[src/rtl/core/bpa_pkg.sv]
// Shared types and constants of the bitmap page allocator.
`timescale 1ns / 1ps
`default_nettype none

package bpa_pkg;

    localparam int CMD_W      = 2;
    localparam int PADDR_W    = 32;
    localparam int ADDR_W     = 27;
    localparam int STATUS_W   = 2;
    localparam int FREE_W     = 15;
    localparam int OUT_DATA_W = 48;
    localparam int WORD_W     = 32;
    localparam int BIT_W      = 5;
    localparam int FWORD_W    = 15;
    localparam int PAGE_OFS_W = 12;
    localparam int WORD_SHIFT = 17;

    localparam logic [CMD_W-1:0] CMD_GEN_ALLOC  = 2'd0;
    localparam logic [CMD_W-1:0] CMD_POOL_ALLOC = 2'd1;
    localparam logic [CMD_W-1:0] CMD_GEN_FREE   = 2'd2;
    localparam logic [CMD_W-1:0] CMD_POOL_FREE  = 2'd3;

    localparam logic [STATUS_W-1:0] ST_OK        = 2'd0;
    localparam logic [STATUS_W-1:0] ST_NO_FREE   = 2'd1;
    localparam logic [STATUS_W-1:0] ST_NOT_ALLOC = 2'd2;
    localparam logic [STATUS_W-1:0] ST_OUT_RANGE = 2'd3;

    localparam logic [WORD_W-1:0] WORD_FULL = 32'hFFFF_FFFF;

    typedef struct packed {
        logic              room;
        logic [BIT_W-1:0]  zbit;
        logic              bit_set;
        logic [WORD_W-1:0] set_word;
        logic [WORD_W-1:0] clr_word;
    } word_info_t;

endpackage

`default_nettype wire

[src/rtl/core/bpa_word_unit.sv]
// Shared word unit: full test, lowest zero bit search and bit set and clear.
`timescale 1ns / 1ps
`default_nettype none

module bpa_word_unit (
    input  wire logic [bpa_pkg::WORD_W-1:0] word,
    input  wire logic [bpa_pkg::BIT_W-1:0]  bit_sel,
    output bpa_pkg::word_info_t             info
);
    import bpa_pkg::*;

    logic [BIT_W-1:0] zbit;

    always_comb
    begin
        zbit = '0;
        for (int i = WORD_W - 1; i >= 0; i--)
        begin
            if (!word[i])
            begin
                zbit = BIT_W'(i);
            end
        end
    end

    always_comb
    begin
        info.room     = (word != WORD_FULL);
        info.zbit     = zbit;
        info.bit_set  = word[bit_sel];
        info.set_word = word | (WORD_W'(1) << zbit);
        info.clr_word = word & ~(WORD_W'(1) << bit_sel);
    end

endmodule

`default_nettype wire

[config.mk]
export PLATFORM = sky130hd
export DESIGN_NAME = bpa_word_unit
export DESIGN_NICKNAME = d
export VERILOG_FILES = /design/src/rtl/core/bpa_pkg.sv /design/src/rtl/core/bpa_word_unit.sv
export SDC_FILE = /design/constraint.sdc
export NUM_CORES = 1
export LEC_CHECK = 0
export BUFFER_PORTS_ARGS = -buffer_cell sky130_fd_sc_hd__buf_2
export CAP_MARGIN = 20
export CORE_MARGIN = 3
export CORE_UTILIZATION = 47
export DETAILED_ROUTE_END_ITERATION = 8
export PLACE_DENSITY = 0.95
export SLEW_MARGIN = 40
export SYNTH_ARGS = -nofsm -noshare
export SYNTH_HDL_FRONTEND = slang
export SYNTH_SLANG_ARGS = --single-unit
[constraint.sdc]
create_clock -name vclk -period 4.88
set_clock_uncertainty 0.2 [all_clocks]
set_input_delay 0.976 -clock vclk [all_inputs]
set_output_delay 0.976 -clock vclk [all_outputs]
set_load 0.01 [all_outputs]
==> qor.csv <==
stage;metric;value;unit
run_status;outcome;complete, no violations;
routing;drt_iter0_drc;301;
grt;grt_usage;29.4;%
logic_synthesis;netlist_area;0.00151;mm2
floorplan;die_h;62.6;um
worst_setup_path;end_kind;primary output;
place;dpl.hpwl;4870;um
sta;finalSetupViolCount;0;
sta;setup_tns;0;ns
worst_setup_path;crit_slowest_cell;o22a_1;
routing;wirelength;6150;um
routing;detail_route.wl_per_cell;17.8;um
final_layout;clock_buffers;0;
job;maxCapViolations;0;
grt;grt_pass1_vias;2009;
final_layout;layout-drive-gt1-share;43.1;%
sta;timing.final.crit_share;85.1;%
sta;relSlewSlack;54.6;%
logic_synthesis;ys_seq_area_share;0;%
floorplan;die_w;62.6;um
floorplan;core;0.00290;mm2
place;place_congestion;0.976;
routing;ant_nets;0;
logic_synthesis;syn_avg_cell_area;7.18;um2
grt;grt_max_degree;24;
final_layout;layout.area.seq;0;um2
logic_synthesis;syn_nets;247;
clocking;holdBufCountCts;0;
logic_synthesis;ys_warn_count;0;
worst_hold_path;hold_path_class;primary input to primary output;
final_layout;diodes;0;
sta;tightest_slew;0.680;ns
grt;grt_overflow;0;
routing;drtPass1Iterations;5;
logic_synthesis;syn_inst;210;
logic_synthesis;synth_cell_types;45;
floorplan;die-area;0.00392;mm2
grt;grt_pass1_wl;9640;um
sta;timing.fmax;241;MHz
floorplan;start_util;52.0;%
routing;viasPerCell;6.34;
clocking;cts_setup_buffers;0;
worst_setup_path;cp.arrival;2.97;ns
clocking;ctsResizeCount;0;
worst_setup_path;path_cells;buf_2 > nand2_1 > or3_1 > a21oi_1 > o22a_1 > nor2_1 > or2_2 > buf_2;
worst_setup_path;crit_path_frequent_cell;buf_2;
place;io_buffers;107;
final_layout;area_growth;33.9;%
power_and_ir_drop;power_density;89.7;mW/mm2
place;dp_cells;346;
worst_setup_path;slowest_delay;0.61;ns
worst_setup_path;startpoint_type;primary input;
power_and_ir_drop;cellLeakagePower;0.906;nW
sta;rsz0062_at_grt;false;
floorplan;rows;19;
worst_setup_path;path_class;primary input to primary output;
sta;hold_viol;0;
grt;antenna_found_initial;0;
routing;vias;2194;
final_layout;finalNetCount;343;
final_layout;stdcell_count;346;
sta;slew_viol_final;0;
final_layout;n_fill_cell;232;
power_and_ir_drop;ir_worst_vdd;37.4;uV
sta;fin_crit;4.15;ns
worst_setup_path;worstPathRequired;3.70;ns
final_layout;seq_cells;0;
routing;remaining_drc_errors;0;
floorplan;num_io_pins;108;
worst_setup_path;crit_fanout;23;
==> critical path: cells and delay by family <==
family	cells	cell delay (ns)
AOI/OAI and AO/OA	2	0.73
buffers and inverters	2	0.30
and+or+nand+nor	4	0.98
==> cells by family after synthesis <==
kind of cell	count (synthesis)	share of synthesized area [%]
simple gates	97	34.1
compound gates	83	42.8
buf+inv	18	6.39
mux	11	16.4
other cells	1	0.249
==> Yosys cell counts (all sizes together) (6+ instances only) <==
master / count / area (um2)
a21boi: 15 / 113
a41o: 6 / 60.1
nand2: 23 / 86.3
a21oi: 8 / 40.0
a31o: 10 / 87.6
nor2: 16 / 60.1
nand2b: 11 / 68.8
nand3: 7 / 35.0
mux4: 10 / 236
buf: 9 / 62.6
nand4: 12 / 75.1
o21a: 12 / 90.1
o21bai: 7 / 52.6
==> power by group <==
group / switching (mW) / total [mW] / leakage [nW] / internal, mW
clock: 0 / 0 / 0 / 0
sequential: 0 / 0 / 0 / 0
combinational: 0.105 / 0.181 / 0.906 / 0.0760
total: 0.105 / 0.181 / 0.906 / 0.0760
==> placed cells by master, fill, tap and decap left out, types with 2 or more instances in the layout <==
cell	Yosys	routed
mux4_1	3	3
or2_2	2	2
nor2_1	16	16
nor2b_1	5	5
a21boi_0	15	15
and2_1	2	2
a31oi_1	4	4
nand2_1	23	23
a41o_1	6	6
nand2b_1	11	11
nand4_1	12	12
o21a_1	12	12
nor3b_1	5	5
mux4_2	7	7
a21o_1	4	4
buf_2	5	107
a21oi_1	8	8
nand3b_1	4	4
a31o_2	10	10
inv_1	5	5
o21bai_1	7	7
o21ai_0	4	4
nor3_1	5	5
o31a_1	4	4
o2111ai_1	2	2
nand3_1	7	7
==> per-layer routing <==
| layer | wire, um | up-vias | track usage (%) |
|---|---|---|---|
| met3 | 805 | 25 | 4.14 |
| met5 | 0 | - | 0 |
| li1 | - | 1017 | - |
| met4 | 235 | 0 | 12.4 |
| met2 | 2770 | 211 | 46.2 |
| met1 | 2340 | 941 | 40.0 |
==> per-stage QoR <==
stage	cell area [um2]	worst slack (ns)	util, %	hold slack (ns)	power, mW
5_1_grt	2020	0.572	69.6	2.10	0.194
3_5_place_dp	2020	0.776	69.6	2.09	0.176
4_1_cts	2020	0.764	69.6	2.09	0.177
6_report	2020	0.729	69.6	2.09	0.181
3_3_place_gp	2020	0.792	69.6	2.09	0.174
2_1_floorplan	1510	1.12	-	1.85	0.104
==> cell type report <==
class | instances | area [um2] | share of cell area (%)
Multi-Input combinational cell | 192 | 1410 | 69.9
Timing Repair Buffer | 107 | 536 | 26.5
Inverter | 5 | 18.8 | 0.930
Tap cell | 42 | 52.6 | 2.60
==> worst paths after layout <==
kind | start | to | depth (start not counted)
setup / recovery | word[11] | info[35] | 8
hold / removal | word[7] | info[39] | 3
Power figures use the tool's default switching activity.
